### src/rtl/pcte_pkg.sv
// ----------------------------------------------------------------------------
// pcte_pkg: shared constants, types and character helpers
// ascii codes, field widths and the queue status bundle
// ----------------------------------------------------------------------------
package pcte_pkg;

  localparam int MAX_DIGITS_DEF = 5;
  localparam int COORD_W        = 16;
  localparam int ABGR_W         = 32;
  localparam int RGB_W          = 24;
  localparam int BYTE_W         = 8;
  localparam int BIT_CNT_W      = $clog2(COORD_W + 1);
  localparam int HEX_DIGITS     = 6;
  localparam int HEX_CNT_W      = $clog2(HEX_DIGITS + 1);
  localparam int QUEUE_DEPTH    = 2;

  localparam logic [BYTE_W-1:0] CH_P       = 8'h50;
  localparam logic [BYTE_W-1:0] CH_X       = 8'h58;
  localparam logic [BYTE_W-1:0] CH_SPACE   = 8'h20;
  localparam logic [BYTE_W-1:0] CH_NL      = 8'h0a;
  localparam logic [BYTE_W-1:0] CH_ZERO    = 8'h30;
  localparam logic [BYTE_W-1:0] CH_A_LOWER = 8'h61;

  typedef struct packed {
    logic full;
    logic empty;
  } q_stat_t;

  function automatic logic [BYTE_W-1:0] dec_char(input logic [3:0] nib);
    return CH_ZERO + {4'h0, nib};
  endfunction

  function automatic logic [BYTE_W-1:0] hex_char(input logic [3:0] nib);
    logic [3:0] low;
    low = nib - 4'd10;
    if (nib < 4'd10) begin
      return CH_ZERO + {4'h0, nib};
    end else begin
      return CH_A_LOWER + {4'h0, low};
    end
  endfunction

endpackage

### src/rtl/pcte_front.sv
// ----------------------------------------------------------------------------
// pcte_front: request intake and decimal conversion
// binary to bcd by shift-and-add-3, then leading zero trim, then queue push
// ----------------------------------------------------------------------------
module pcte_front #(
  parameter int MAX_DIGITS = pcte_pkg::MAX_DIGITS_DEF,
  localparam int BCD_W  = 4 * MAX_DIGITS,
  localparam int LEN_W  = $clog2(MAX_DIGITS + 1),
  localparam int DESC_W = 2 * (BCD_W + LEN_W) + pcte_pkg::RGB_W
) (
  input  logic                         clk,
  input  logic                         rst_n,
  input  logic                         in_valid,
  output logic                         in_stall,
  input  logic [pcte_pkg::COORD_W-1:0] in_x_coord,
  input  logic [pcte_pkg::COORD_W-1:0] in_y_coord,
  input  logic [pcte_pkg::ABGR_W-1:0]  in_pixel_abgr,
  input  pcte_pkg::q_stat_t            q_stat,
  output logic                         q_push,
  output logic [DESC_W-1:0]            q_wdata
);

  typedef enum logic [1:0] {F_IDLE, F_CONV, F_TRIM} fstate_t;

  fstate_t                          state_r;
  logic [pcte_pkg::COORD_W-1:0]     x_sh_r, y_sh_r;
  logic [BCD_W-1:0]                 x_bcd_r, y_bcd_r;
  logic [LEN_W-1:0]                 x_len_r, y_len_r;
  logic [pcte_pkg::BIT_CNT_W-1:0]   bit_cnt_r;
  logic [pcte_pkg::RGB_W-1:0]       rgb_r;
  logic [BCD_W-1:0]                 x_adj, y_adj;
  logic                             x_can, y_can;

  function automatic logic [BCD_W-1:0] add3(input logic [BCD_W-1:0] b);
    logic [BCD_W-1:0] r;
    r = b;
    for (int i = 0; i < MAX_DIGITS; i++) begin
      if (b[4*i +: 4] >= 4'd5) begin
        r[4*i +: 4] = b[4*i +: 4] + 4'd3;
      end
    end
    return r;
  endfunction

  assign x_adj = add3(x_bcd_r);
  assign y_adj = add3(y_bcd_r);

  // a leading zero digit can go while more than one digit is left
  assign x_can = (x_bcd_r[BCD_W-1 -: 4] == 4'h0) && (x_len_r != LEN_W'(1));
  assign y_can = (y_bcd_r[BCD_W-1 -: 4] == 4'h0) && (y_len_r != LEN_W'(1));

  assign in_stall = (state_r != F_IDLE);
  assign q_push   = (state_r == F_TRIM) && !x_can && !y_can && !q_stat.full;
  assign q_wdata  = {x_bcd_r, x_len_r, y_bcd_r, y_len_r, rgb_r};

  always_ff @(posedge clk) begin
    if (!rst_n) begin
      state_r <= F_IDLE;
    end else begin
      case (state_r)
        F_IDLE: begin
          if (in_valid) begin
            x_sh_r    <= in_x_coord;
            y_sh_r    <= in_y_coord;
            x_bcd_r   <= '0;
            y_bcd_r   <= '0;
            bit_cnt_r <= pcte_pkg::BIT_CNT_W'(pcte_pkg::COORD_W);
            // red, green, blue in emission order; alpha dropped
            rgb_r     <= {in_pixel_abgr[7:0], in_pixel_abgr[15:8], in_pixel_abgr[23:16]};
            state_r   <= F_CONV;
          end
        end
        F_CONV: begin
          // carry out of the top digit is dropped: value modulo 10^digits
          x_bcd_r   <= {x_adj[BCD_W-2:0], x_sh_r[pcte_pkg::COORD_W-1]};
          y_bcd_r   <= {y_adj[BCD_W-2:0], y_sh_r[pcte_pkg::COORD_W-1]};
          x_sh_r    <= x_sh_r << 1;
          y_sh_r    <= y_sh_r << 1;
          bit_cnt_r <= bit_cnt_r - pcte_pkg::BIT_CNT_W'(1);
          if (bit_cnt_r == pcte_pkg::BIT_CNT_W'(1)) begin
            x_len_r <= LEN_W'(MAX_DIGITS);
            y_len_r <= LEN_W'(MAX_DIGITS);
            state_r <= F_TRIM;
          end
        end
        F_TRIM: begin
          if (x_can) begin
            x_bcd_r <= x_bcd_r << 4;
            x_len_r <= x_len_r - LEN_W'(1);
          end
          if (y_can) begin
            y_bcd_r <= y_bcd_r << 4;
            y_len_r <= y_len_r - LEN_W'(1);
          end
          if (q_push) begin
            state_r <= F_IDLE;
          end
        end
        default: state_r <= F_IDLE;
      endcase
    end
  end

endmodule

### src/rtl/pcte_fifo.sv
// ----------------------------------------------------------------------------
// pcte_fifo: short descriptor queue
// first-word fall-through register queue between intake and emitter
// ----------------------------------------------------------------------------
module pcte_fifo #(
  parameter int WIDTH = 8,
  parameter int DEPTH = pcte_pkg::QUEUE_DEPTH,
  localparam int PTR_W = $clog2(DEPTH),
  localparam int CNT_W = $clog2(DEPTH + 1)
) (
  input  logic              clk,
  input  logic              rst_n,
  input  logic              push,
  input  logic [WIDTH-1:0]  wdata,
  input  logic              pop,
  output logic [WIDTH-1:0]  rdata,
  output pcte_pkg::q_stat_t stat
);

  logic [WIDTH-1:0] mem_r [DEPTH];
  logic [PTR_W-1:0] wr_ptr_r, rd_ptr_r;
  logic [CNT_W-1:0] count_r;

  assign rdata      = mem_r[rd_ptr_r];
  assign stat.full  = (count_r == CNT_W'(DEPTH));
  assign stat.empty = (count_r == '0);

  always_ff @(posedge clk) begin
    if (push) begin
      mem_r[wr_ptr_r] <= wdata;
    end
  end

  always_ff @(posedge clk) begin
    if (!rst_n) begin
      wr_ptr_r <= '0;
      rd_ptr_r <= '0;
      count_r  <= '0;
    end else begin
      if (push) begin
        wr_ptr_r <= (wr_ptr_r == PTR_W'(DEPTH - 1)) ? '0 : wr_ptr_r + PTR_W'(1);
      end
      if (pop) begin
        rd_ptr_r <= (rd_ptr_r == PTR_W'(DEPTH - 1)) ? '0 : rd_ptr_r + PTR_W'(1);
      end
      if (push && !pop) begin
        count_r <= count_r + CNT_W'(1);
      end else if (pop && !push) begin
        count_r <= count_r - CNT_W'(1);
      end
    end
  end

endmodule

### src/rtl/pcte_back.sv
// ----------------------------------------------------------------------------
// pcte_back: command text emitter
// walks one descriptor through the text fields; while not stalled, one byte per cycle
// ----------------------------------------------------------------------------
module pcte_back #(
  parameter int MAX_DIGITS = pcte_pkg::MAX_DIGITS_DEF,
  localparam int BCD_W  = 4 * MAX_DIGITS,
  localparam int LEN_W  = $clog2(MAX_DIGITS + 1),
  localparam int DESC_W = 2 * (BCD_W + LEN_W) + pcte_pkg::RGB_W
) (
  input  logic                        clk,
  input  logic                        rst_n,
  input  pcte_pkg::q_stat_t           q_stat,
  input  logic [DESC_W-1:0]           q_rdata,
  output logic                        q_pop,
  output logic                        out_valid,
  input  logic                        out_stall,
  output logic [pcte_pkg::BYTE_W-1:0] out_byte,
  output logic                        out_last_byte
);

  localparam int RGB_W = pcte_pkg::RGB_W;

  typedef enum logic [3:0] {
    B_IDLE, B_P, B_X, B_SP1, B_XD, B_SP2, B_YD, B_SP3, B_HEX, B_NL
  } bstate_t;

  bstate_t                        state_r;
  logic                           out_valid_r;
  logic [pcte_pkg::BYTE_W-1:0]    out_byte_r;
  logic                           out_last_r;
  logic [BCD_W-1:0]               x_dig_r, y_dig_r;
  logic [LEN_W-1:0]               x_cnt_r, y_cnt_r;
  logic [RGB_W-1:0]               rgb_r;
  logic [pcte_pkg::HEX_CNT_W-1:0] hex_cnt_r;
  logic                           advance;
  logic                           emit;

  assign advance = !out_valid_r || !out_stall;
  assign q_pop   = advance && !q_stat.empty && (state_r == B_IDLE || state_r == B_NL);
  // a byte is produced in every active state, and from idle only on a pop
  assign emit    = q_pop ||
                   (state_r inside {B_P, B_X, B_SP1, B_XD, B_SP2, B_YD, B_SP3, B_HEX, B_NL});

  assign out_valid     = out_valid_r;
  assign out_byte      = out_byte_r;
  assign out_last_byte = out_last_r;

  always_ff @(posedge clk) begin
    if (!rst_n) begin
      state_r     <= B_IDLE;
      out_valid_r <= 1'b0;
    end else if (advance) begin
      out_valid_r <= emit;
      out_last_r  <= (state_r == B_NL);
      if (q_pop) begin
        x_dig_r <= q_rdata[DESC_W-1 -: BCD_W];
        x_cnt_r <= q_rdata[DESC_W-BCD_W-1 -: LEN_W];
        y_dig_r <= q_rdata[RGB_W+LEN_W+BCD_W-1 -: BCD_W];
        y_cnt_r <= q_rdata[RGB_W+LEN_W-1 -: LEN_W];
        rgb_r   <= q_rdata[RGB_W-1:0];
      end
      case (state_r)
        B_IDLE: begin
          if (q_pop) begin
            out_byte_r <= pcte_pkg::CH_P;
            state_r    <= B_X;
          end
        end
        B_P: begin
          out_byte_r <= pcte_pkg::CH_P;
          state_r    <= B_X;
        end
        B_X: begin
          out_byte_r <= pcte_pkg::CH_X;
          state_r    <= B_SP1;
        end
        B_SP1: begin
          out_byte_r <= pcte_pkg::CH_SPACE;
          state_r    <= B_XD;
        end
        B_XD: begin
          out_byte_r <= pcte_pkg::dec_char(x_dig_r[BCD_W-1 -: 4]);
          x_dig_r    <= x_dig_r << 4;
          x_cnt_r    <= x_cnt_r - LEN_W'(1);
          if (x_cnt_r == LEN_W'(1)) begin
            state_r <= B_SP2;
          end
        end
        B_SP2: begin
          out_byte_r <= pcte_pkg::CH_SPACE;
          state_r    <= B_YD;
        end
        B_YD: begin
          out_byte_r <= pcte_pkg::dec_char(y_dig_r[BCD_W-1 -: 4]);
          y_dig_r    <= y_dig_r << 4;
          y_cnt_r    <= y_cnt_r - LEN_W'(1);
          if (y_cnt_r == LEN_W'(1)) begin
            state_r <= B_SP3;
          end
        end
        B_SP3: begin
          out_byte_r <= pcte_pkg::CH_SPACE;
          hex_cnt_r  <= pcte_pkg::HEX_CNT_W'(pcte_pkg::HEX_DIGITS);
          state_r    <= B_HEX;
        end
        B_HEX: begin
          out_byte_r <= pcte_pkg::hex_char(rgb_r[RGB_W-1 -: 4]);
          rgb_r      <= rgb_r << 4;
          hex_cnt_r  <= hex_cnt_r - pcte_pkg::HEX_CNT_W'(1);
          if (hex_cnt_r == pcte_pkg::HEX_CNT_W'(1)) begin
            state_r <= B_NL;
          end
        end
        B_NL: begin
          out_byte_r <= pcte_pkg::CH_NL;
          state_r    <= q_pop ? B_P : B_IDLE;
        end
        default: begin
          state_r <= B_IDLE;
        end
      endcase
    end
  end

endmodule

### src/rtl/pixel_command_text_encoder_core.sv
// ----------------------------------------------------------------------------
// pixel_command_text_encoder_core: pixel to "PX x y rrggbb\n" text encoder
// request path: bcd conversion and leading zero trim in the front, then queue and emitter
// throughput: one byte per cycle while out_stall is low; the front takes a new
//   request once it has pushed the previous descriptor, while the emitter streams
// reset: synchronous active-low rst_n clears front, queue and emitter control
// ----------------------------------------------------------------------------
module pixel_command_text_encoder_core #(
  parameter int MAX_DIGITS = pcte_pkg::MAX_DIGITS_DEF
) (
  input  logic                         clk,
  input  logic                         rst_n,
  // pixel request channel
  input  logic                         in_valid,
  output logic                         in_stall,
  input  logic [pcte_pkg::COORD_W-1:0] in_x_coord,
  input  logic [pcte_pkg::COORD_W-1:0] in_y_coord,
  input  logic [pcte_pkg::ABGR_W-1:0]  in_pixel_abgr,
  // text byte channel
  output logic                         out_valid,
  input  logic                         out_stall,
  output logic [pcte_pkg::BYTE_W-1:0]  out_byte,
  output logic                         out_last_byte
);

  // descriptor layout: x digits, x length, y digits, y length, rgb nibbles
  localparam int BCD_W  = 4 * MAX_DIGITS;
  localparam int LEN_W  = $clog2(MAX_DIGITS + 1);
  localparam int DESC_W = 2 * (BCD_W + LEN_W) + pcte_pkg::RGB_W;

  logic              q_push, q_pop;
  logic [DESC_W-1:0] q_wdata, q_rdata;
  pcte_pkg::q_stat_t q_stat;

  // front: takes a request, runs 16 shift-and-add-3 steps for both
  // coordinates side by side, strips leading zeros one digit a cycle,
  // then pushes a descriptor; stalls the input while busy
  pcte_front #(
    .MAX_DIGITS (MAX_DIGITS)
  ) u_front (
    .clk           (clk),
    .rst_n         (rst_n),
    .in_valid      (in_valid),
    .in_stall      (in_stall),
    .in_x_coord    (in_x_coord),
    .in_y_coord    (in_y_coord),
    .in_pixel_abgr (in_pixel_abgr),
    .q_stat        (q_stat),
    .q_push        (q_push),
    .q_wdata       (q_wdata)
  );

  // two-entry queue lets the front convert the next pixel while the
  // emitter is still streaming the current command
  pcte_fifo #(
    .WIDTH (DESC_W),
    .DEPTH (pcte_pkg::QUEUE_DEPTH)
  ) u_fifo (
    .clk   (clk),
    .rst_n (rst_n),
    .push  (q_push),
    .wdata (q_wdata),
    .pop   (q_pop),
    .rdata (q_rdata),
    .stat  (q_stat)
  );

  // back: registered byte output, one byte per cycle while not stalled,
  // the next descriptor is loaded on the newline so commands run seamless
  pcte_back #(
    .MAX_DIGITS (MAX_DIGITS)
  ) u_back (
    .clk           (clk),
    .rst_n         (rst_n),
    .q_stat        (q_stat),
    .q_rdata       (q_rdata),
    .q_pop         (q_pop),
    .out_valid     (out_valid),
    .out_stall     (out_stall),
    .out_byte      (out_byte),
    .out_last_byte (out_last_byte)
  );

`ifndef SYNTHESIS
  // the flagged byte is always the newline
  a_last_is_newline: assert property (@(posedge clk) disable iff (!rst_n)
    out_valid && out_last_byte |-> out_byte == pcte_pkg::CH_NL)
    else $error("last byte is not a newline");

  // the front never pushes into a full queue
  a_no_overflow: assert property (@(posedge clk) disable iff (!rst_n)
    q_push |-> !q_stat.full)
    else $error("descriptor queue overflow");

  // within a command the bytes follow without gaps
  a_no_gap: assert property (@(posedge clk) disable iff (!rst_n)
    out_valid && !out_stall && !out_last_byte |=> out_valid)
    else $error("gap inside a command");

  // nothing is popped from an empty queue
  a_no_underflow: assert property (@(posedge clk) disable iff (!rst_n)
    q_pop |-> !q_stat.empty)
    else $error("descriptor queue underflow");
`endif

endmodule

### config.mk
export PLATFORM = sky130hd
export DESIGN_NAME = pixel_command_text_encoder_core
export DESIGN_NICKNAME = d
export VERILOG_FILES = /design/src/rtl/pcte_pkg.sv /design/src/rtl/pcte_front.sv /design/src/rtl/pcte_fifo.sv /design/src/rtl/pcte_back.sv /design/src/rtl/pixel_command_text_encoder_core.sv
export SDC_FILE = /design/constraint.sdc
export NUM_CORES = 1
export LEC_CHECK = 0
export ABC_AREA = 1
export BUFFER_PORTS_ARGS = -buffer_cell sky130_fd_sc_hd__buf_2
export CAP_MARGIN = 0
export CORE_ASPECT_RATIO = 1.25
export CORE_MARGIN = 2
export CORE_UTILIZATION = 45
export DETAILED_ROUTE_END_ITERATION = 10
export PLACE_DENSITY = 0.63
export SYNTH_ARGS = -nofsm -noshare
export SYNTH_HDL_FRONTEND = slang
export SYNTH_SLANG_ARGS = --single-unit
### constraint.sdc
create_clock -name clk -period 6.2 [get_ports clk]
set_input_delay 1.24 -clock clk [delete_from_list [all_inputs] [get_ports clk]]
set_output_delay 1.24 -clock clk [all_outputs]
set_load 0.05 [all_outputs]
**Yosys cells after proc, flatten, opt, wreduce, memory -nomap -nowiden**

Memory sizes are Yosys's and may differ from the RTL's. A register that Yosys moved wholly into a read port is not among the register bits.
Cells that the tools add are included.

- Add/subtract/negate cells: 25
- Magnitude comparators: 11
- Equal/unequal tests: 27
- Muxes and demuxes: 58
- Reductions and logical operators: 51

Operator list:

| cell | number |
|---|---|
| $mux W20 | 7 |
| $pmux W20 S3 | 2 |
| $pmux W16 S2 | 2 |
| $pmux W8 S8 | 1 |
| $mux W24 | 2 |
| $mux W4 | 12 |
| $ge A4 B3 Y1 const B | 10 |
| $pmux W4 S10 | 1 |
| $add A4 B2 Y4 const B | 8 |
| $mux W16 | 2 |
| $mux W3 | 9 |
| $add A6 B4 Y7 const A | 3 |
| $reduce_and A3 Y1 | 7 |
| $reduce_and A4 Y1 | 5 |
| $pmux W3 S2 | 3 |
| $eq A4 B3 Y1 const B | 4 |
| $mux W8 | 2 |
| $reduce_bool A2 Y1 | 8 |
| $sub A3 B1 Y3 const B | 5 |
| $logic_not A4 Y1 | 3 |
| $mux W2 | 5 |
| $ne A2 B1 Y1 const B | 5 |
| $pmux W5 S2 | 1 |
| $eq A3 B1 Y1 const B | 3 |
| 29 further kinds | 62 |

- Register bits after elaboration: 200
- RAM bits: 140
- Memories: 1

Memory list:

| memory | words | width | rd ports | clocked after Yosys merged registers in | write ports | RTL line | text |
|---|---|---|---|---|---|---|---|
| u_fifo.mem_r | 2 | 70 | 1 | 1 | 1 | pcte_fifo.sv:20 | `logic [WIDTH-1:0] mem_r [DEPTH];` |

**Longest topological paths before layout**

Gate-level depths: netlist of the first run.

- Depth in word-level cells: 10
- Mapped depth: 11

**By module**

From an unflattened synthesis of the first run, not the netlist that was laid out.

- Cell total of the unflattened synthesis: 1217
- Area, all modules: 15240.9 sq um

Modules (own cells, without submodules):

| module | instances | cells an instance | area each (sq um) | seq. area each (sq um) |
|---|---|---|---|---|
| pcte_fifo | 1 | 253 | 5634.2 | 4304.1 |
| pcte_front | 1 | 531 | 5439.0 | 3253.1 |
| pcte_back | 1 | 433 | 4167.7 | 2532.4 |

**Least setup slack after synthesis of the first run**

No wires, ideal clock.

- Path kind: reg2reg
- From: register u_front.x_bcd_r[16]
- To: memory u_fifo.mem_r[1][0] (netlist bit) (enable)
- Library setup time: 0.500 ns
- Data arrival time: 3.990 ns
- Slack: 1.710 ns
- Stages on the path, launching flop included: 8
- Path buffers: 0
- Clock period less this slack: 4.490 ns
- Cells stage by stage: edfxtp_1 inv_1 ha_1 nand3_1 nand2_1 nor2_1 inv_1 nor2_1

- Longest elaborated chain between the ends: 8

RTL lines:

| element | RTL line | text |
|---|---|---|
| start: declaration | pcte_front.sv:27 | `logic [BCD_W-1:0] x_bcd_r, y_bcd_r;` |
| start signal: assignment | pcte_front.sv:75 | `x_bcd_r <= {x_adj[BCD_W-2:0], x_sh_r[pcte_pkg::COORD_W-1]};` |
| start signal: assignment | pcte_front.sv:88 | `x_bcd_r <= x_bcd_r << 4;` |
| $logic_not A4 Y1 | pcte_front.sv:49 | `assign x_can = (x_bcd_r[BCD_W-1 -: 4] == 4'h0) && (x_len_r != LEN_W'(1));` |
| $logic_and A1 B1 Y1 | pcte_front.sv:49 |  |
| $logic_not A1 Y1 | pcte_front.sv:53 | `assign q_push = (state_r == F_TRIM) && !x_can && !y_can && !q_stat.full;` |
| $logic_and A1 B1 Y1 (3 in a row) | pcte_front.sv:53 |  |
| net q_push | pixel_command_text_encoder_core.sv:31 | `logic q_push, q_pop;` |
| $mux W1 | pcte_fifo.sv:29 | `if (push) begin` |
| $mux W1 (not written as such) | pcte_fifo.sv:30 | `mem_r[wr_ptr_r] <= wdata;` |
| end: declaration | pcte_fifo.sv:20 |  |

The timed path passes the listed nets, and every way through them passes these cells.

**Worst setup path after layout of the first run**

- From: register u_front.x_bcd_r[16]
- To: memory u_fifo.mem_r[1][61] (netlist bit) (enable)

The elaborated chain is that of the path after synthesis.

==> results of run 1 <==
## where the power goes
part           leakage, nW  switching (mW)  internal [mW]
Sequential            3.12           0.251           3.27
Combinational         2.63            1.38          0.559
Clock                0.619           0.886           1.42
## final cells by class
cell class,instances,area (sq um)
clock inverters,26,364
flip-flops and latches,340,10100
fillers,2704,15200
well taps,412,515
multi-input cells,768,3870
clock buffers,39,922
repair buffers,83,450
inverters,111,422
## worst max-delay path, cell delays in order (launching register included)
cell and delay, ns:
edfxtp_1 0.40, inv_1 0.09, ha_1 0.25, nand3_1 0.13, nand2_1 0.08, nor2_1 0.19, inv_1 0.14, nor2_4 0.89
buf_4 0.60
## flip-flops by register name, summed over array words and instances (netlist names), 7 cells and up, named ones only
signal,count
u_back.out_byte,7
u_front.rgb_r,24
u_front.x_sh_r,16
u_back.x_dig_r,20
u_front.x_bcd_r,20
u_back.rgb_r,24
u_back.y_dig_r,20
u_front.y_bcd_r,20
u_front.y_sh_r,16
u_fifo.mem_r,140
## stage by stage
stage,std cells,total power [mW],hold slack (ns)
6_report,1779,7.77,0.445
5_1_grt,1779,8.27,0.453
4_1_cts,1779,7.86,0.445
3_3_place_gp,1714,5.47,0.424
2_1_floorplan,1267,4.97,0.421
3_5_place_dp,1714,5.53,0.430
## cells by family after synthesis
logic type | after synthesis
other | 1
and+or+nand+nor | 520
adders and majority gates | 40
buffers and inverters | 159
xor gates and xnor gates | 16
AOI/OAI and AO/OA | 191
DFF | 340
## worst min-delay path by stage
stage,end,slack (ns),from,cells past startpoint
floorplan,u_fifo.mem_r[0][0]$_DFFE_PP_,0.42,u_front.rgb_r[0]$_DFFE_PP_,0
global placement,u_fifo.mem_r[0][5]$_DFFE_PP_,0.42,u_front.rgb_r[5]$_DFFE_PP_,0
detailed placement,u_fifo.mem_r[1][18]$_DFFE_PP_,0.43,u_front.rgb_r[18]$_DFFE_PP_,0
CTS,u_fifo.mem_r[1][18]$_DFFE_PP_,0.45,u_front.rgb_r[18]$_DFFE_PP_,0
global route,u_fifo.mem_r[0][11]$_DFFE_PP_,0.45,u_front.rgb_r[11]$_DFFE_PP_,0
finish,u_fifo.mem_r[1][22]$_DFFE_PP_,0.44,u_front.rgb_r[22]$_DFFE_PP_,0
## cells in the final DEF (no fill, tap or decap), drive strengths merged
cell / Yosys / final
nand2: 350 / 350
edfxtp: 328 / 328
inv: 110 / 111
nor2: 107 / 107
buf: 32 / 83
a21oi: 73 / 73
a31oi: 55 / 55
o21ai: 48 / 48
nand3: 46 / 46
ha: 40 / 40
clkbuf: 16 / 39
clkinv: 1 / 13
dfxtp: 12 / 12
o211ai: 11 / 11
xor2: 9 / 9
or2: 8 / 8
bufinv: 0 / 8
nand4: 7 / 7
xnor2: 7 / 7
clkinvlp: 0 / 5
o21a: 3 / 3
nor3: 2 / 2
o21bai: 1 / 1
conb: 1 / 1
## layer usage
layer | wire length [um] | global-route usage, % | up-vias
met2 | 13800 | 29.6 | 179
met4 | 727 | 5.59 | 4
met3 | 1300 | 3.33 | 48
li1 | - | - | 4518
met1 | 11100 | 20.0 | 4255
met5 | 25 | 0 | -
## synthesized netlist by cell type (all sizes together)
cell and number:
nor3 2, o21a 3, conb 1, dfxtp 12, clkbuf 16, clkinv 1
a31oi 55, nand4 7, nand2 350, inv 110, nor2 107, xnor2 7
o21bai 1, o211ai 11, buf 32, edfxtp 328, a21oi 73, or2 8
xor2 9, ha 40, nand3 46, o21ai 48
==> run metrics, run 1 <==
DP HPWL=16.4 mm; Clock Sinks=340; DRT Pass-1 Iters=5; Hold WC Path Type=reg -> reg; Port Buf Inserts=69; final WL=27.0 mm; # setup viols final=0; CP Launch Type=register; FF-to-FF setup slack=3.05 ns; Worst Path Required=6.35 ns; Die Ht=205 um; Synth Area in Adders=3.43%; first-pass GRT wire length=44.3 mm; fin crit share=50.9%; WL per Instance=15.2 um; r2r endpoint=u_fifo.mem_r[1][61]$_DFFE_PP_; slew of the pin with the lowest slew margin=1.20 ns; Critical path origin=u_front.x_bcd_r[16]$_DFFE_PP_; post-CTS setup buffers=0; Final Max Tran Viols=0; RSZ-0062 raised after global routing=false; drt initial violations=677; worst reg2reg startpoint=u_front.x_bcd_r[16]$_DFFE_PP_; post-route cell area=16600 sq um; post-synth cell types=35; crit end category=register; mux contribution to synthesized area=0%; synth warn=0; Synth Instances=1267; synthesized area=14600 sq um; Synth Area in Compound Gates=7.35%; Worst Path Arrival=3.31 ns; Root Driver=clkbuf_16; Die ar.=33900 sq um; pre-CTS setup slack=2.87 ns; CTS H-tree depth=2; ant diodes=0; TritonCTS clock tree=done; IO Count=79; Post-Syn Nets=1375; final RePlAce weighted congestion=0.810; Setup WS post-layout=3.05 ns; initial antenna violation count=2; Initial Utilization=45.8%; setup_tns=0 ns; Total GRT Usage=16.6%; drc violations=0; hold-fix buffers at CTS=0; Cell Area, Placed=15300 sq um; CP Class=reg -> reg; Final Hold Viols=0; total core area=31900 sq um; post-synthesis to final-layout area growth=13.9%; Worst Clk Skew=0.0216 ns; Worst Path Max Fanout=36; Synth area leaders=edfxtp_1 (67%), nand2_1 (8.9%), ha_1 (3.4%), inv_1 (2.6%), nor2_1 (2.6%); Avg Cell Area, Syn=11.5 sq um; GR Overflow Total=0; Final Core Density=52.2%; clk_lat worst skew=0.53 ns; Routed Antenna Nets=0; post-synth top area cell=edfxtp_1; clock-pin slew on the worst setup and hold paths=0.06 ns; Setup crit end=u_fifo.mem_r[1][61]$_DFFE_PP_; largest net degree at the start of global routing=72; worst vdd ir=0.317 mV; DR vias/cell=5.06; sequential-to-total area share from yosys stat=69.1%; vias in the first global route=9000; cts repair resizes=0; cell row count=73; post-synthesis register bit count=340; min Tclk post-route=3.15 ns; Slew HR=20.1%; CTS max path bufs=3; main combinational cell family by area after synthesis=simple AND/OR/NAND/NOR gates; post-synthesis xor/xnor area fraction=0.959%; Num CTS Buffers=36; outcome=finished clean; Synth top area share=67.4%; Layout Nets=1448; max cap viols=0; P_leak=6.37 nW; Peak Freq=317 MHz; Die Width=165 um; fraction of layout cells with a size suffix above 1=13.4%; PD cells=467 nW/um^2; vias=9004; reg2reg path depth=8; Simple-Gate Fraction of Synth Area=14.5%
Power figures use the tool's default switching activity.
==> run 2, diff against run 1 <==
--- a/config.mk
+++ b/config.mk
@@ -12,7 +12,7 @@
 export CORE_MARGIN = 2
 export CORE_UTILIZATION = 45
 export DETAILED_ROUTE_END_ITERATION = 10
-export PLACE_DENSITY = 0.63
+export PLACE_DENSITY = 0.65
 export SYNTH_ARGS = -nofsm -noshare
 export SYNTH_HDL_FRONTEND = slang
 export SYNTH_SLANG_ARGS = --single-unit
==> constraint.sdc (replaced) <==
create_clock -name clk -period 2.75 [get_ports clk]
set_input_delay 0.55 -clock clk [delete_from_list [all_inputs] [get_ports clk]]
set_output_delay 0.55 -clock clk [all_outputs]
set_load 0.05 [all_outputs]
==> run 2 against run 1 <==
Effect of this change:
- hold slack worse by 0.26 ns
- via count up 1.5%
- setup slack lost 2.5 ns
- combinational power increased by 130%
- final cell count up 0.51%
- largest power group unchanged
==> run metrics, run 2 (same netlist as run 1, synthesis figures left out) <==
Die Ht=205 um (unchanged); slew of the pin with the lowest slew margin=0.853 ns (-0.343 ns); CP Class=reg -> out; Placed Cells=1723 (+0.53%); Hold WC Path Type=in -> reg; outcome=finished clean; total power=17.2 mW (+120%); multi-input gate area in the final layout=3870 sq um (unchanged); vias=9135 (+1.5%); DP HPWL=16.5 mm (+0.92%); clk_lat worst skew=0.54 ns (about the same); fraction of layout cells with a size suffix above 1=13.2% (-0.23 points); max reg flops=140 (unchanged); most common cell after layout, fill and taps aside=nand2_1; post-synthesis to final-layout area growth=13.9% (about the same); Num CTS Buffers=36 (unchanged); biggest regs=u_fifo.mem_r x140, u_back.rgb_r x24, u_front.rgb_r x24; Die ar.=33900 sq um (unchanged); RSZ-0062 raised after global routing=false; crit end category=primary output; Worst Clk Skew=0.0211 ns (-0.000478 ns); ant diodes=0 (unchanged); register area=10100 sq um (unchanged); initial antenna violation count=1 (-1); Largest Register=u_fifo.mem_r; PD cells=1040 nW/um^2 (+120%); Worst Path Arrival=1.66 ns (-1.65 ns); Final Max Tran Viols=0 (unchanged); DRT Pass-1 Iters=5 (unchanged); Peak Freq=452 MHz; Slew HR=43.0% (+23 points); hold-fix buffers at CTS=0 (unchanged); Port Buf Inserts=69 (unchanged); max cap viols=0 (unchanged); cts repair resizes=0 (unchanged); clock-pin slew on the worst setup and hold paths=0.06 ns (about the same); WL per Instance=15.0 um (-0.90%); Worst Path Required=2.20 ns (-4.15 ns); drt initial violations=728 (+7.5%); post-CTS setup buffers=0 (unchanged); vias in the first global route=9117 (+1.3%); final WL=26.9 mm (-0.40%); Clock Sinks=340 (unchanged); CTS H-tree depth=2 (unchanged); GR Overflow Total=0 (unchanged); drc violations=0 (unchanged); non-filler cells, final=1788 (+0.51%); IO Count=79 (unchanged); DR vias/cell=5.11 (+0.94%); most frequent cells in the layout=nand2_1 (346), edfxtp_1 (328), inv_1 (102); Initial Utilization=45.8% (unchanged); min Tclk post-route=2.21 ns; Layout Nets=1457 (+0.62%); Final Hold Viols=0 (unchanged); Die Width=165 um (unchanged); Total GRT Usage=16.4% (-0.19 points); fin crit share=80.4%; # setup viols final=0 (unchanged); worst vdd ir=0.636 mV (+100%); fillers=2684 (-0.74%); Routed Antenna Nets=0 (unchanged); largest net degree at the start of global routing=71 (-1.4%); Root Driver=clkbuf_16; TritonCTS clock tree=done; final RePlAce weighted congestion=0.831 (+2.6%); first-pass GRT wire length=44.3 mm (+0.11%); CP Launch Type=register; cell row count=73 (unchanged); Worst Path Max Fanout=4 (-89%); total core area=31900 sq um (unchanged); P_leak=6.37 nW (about the same); CTS max path bufs=3 (unchanged)
-- run 2: critical path, stage by stage, from the launching register on --
cell and delay [ns]:
dfxtp_1 0.41, inv_1 0.10, ha_1 0.22, inv_1 0.11, buf_2 0.29
-- run 2: stage by stage --
| stage | utilization (%) | cell area [sq um] | hold WS [ns] | setup slack, ns | TNS, ns |
|---|---|---|---|---|---|
| finish | 52.2 | 16600 | 0.187 | 0.538 | 0 |
| floorplan | - | 14600 | 0.421 | -0.564 | -77.96 |
| global route | 52.2 | 16600 | 0.170 | 0.369 | 0 |
| CTS | 52.2 | 16600 | 0.166 | 0.539 | 0 |
| global placement | 48.5 | 15500 | 0.423 | 0.580 | 0 |
| detailed placement | 48.5 | 15500 | 0.429 | 0.548 | 0 |
-- run 2: final timing paths --
kind,from,to,slack [ns],depth (start not counted)
worst max register to register,u_front.y_bcd_r[16]$_DFFE_PP_,u_fifo.mem_r[1][34]$_DFFE_PP_,0.57,8
worst min-delay path,in_pixel_abgr[22],u_front.rgb_r[6]$_DFFE_PP_,0.19,1
worst max-delay path,u_front.state_r[1]$_SDFFE_PN0P_,in_stall,0.54,4
worst min register to register,u_front.rgb_r[2]$_DFFE_PP_,u_fifo.mem_r[1][2]$_DFFE_PP_,0.44,0
-- run 2: routing by layer --
metal | share of wire, % | wire [um] | up-vias | global-route usage (%)
li1 | - | - | 4536 | -
met1 | 42 | 11300 | 4339 | 20.3
met2 | 50 | 13600 | 201 | 28.7
met3 | 4.8 | 1290 | 57 | 3.04
met4 | 2.5 | 662 | 2 | 5.62
met5 | 0.048 | 13 | - | 0
-- run 2: layout make-up --
class | count | area share, %
sequential | 340 | 60.7
multi-input combinational | 768 | 23.3
clock buffer | 44 | 5.60
timing repair buffer | 92 | 3.34
tap | 412 | 3.10
inverter | 111 | 2.54
clock inverter | 21 | 1.47
-- run 2: report_power, final --
group	leakage, nW	internal [mW]	switching, mW
sequential	3.12	7.37	0.588
clock	0.570	2.82	1.99
combinational	2.68	1.35	3.13
total	6.37	11.5	5.70
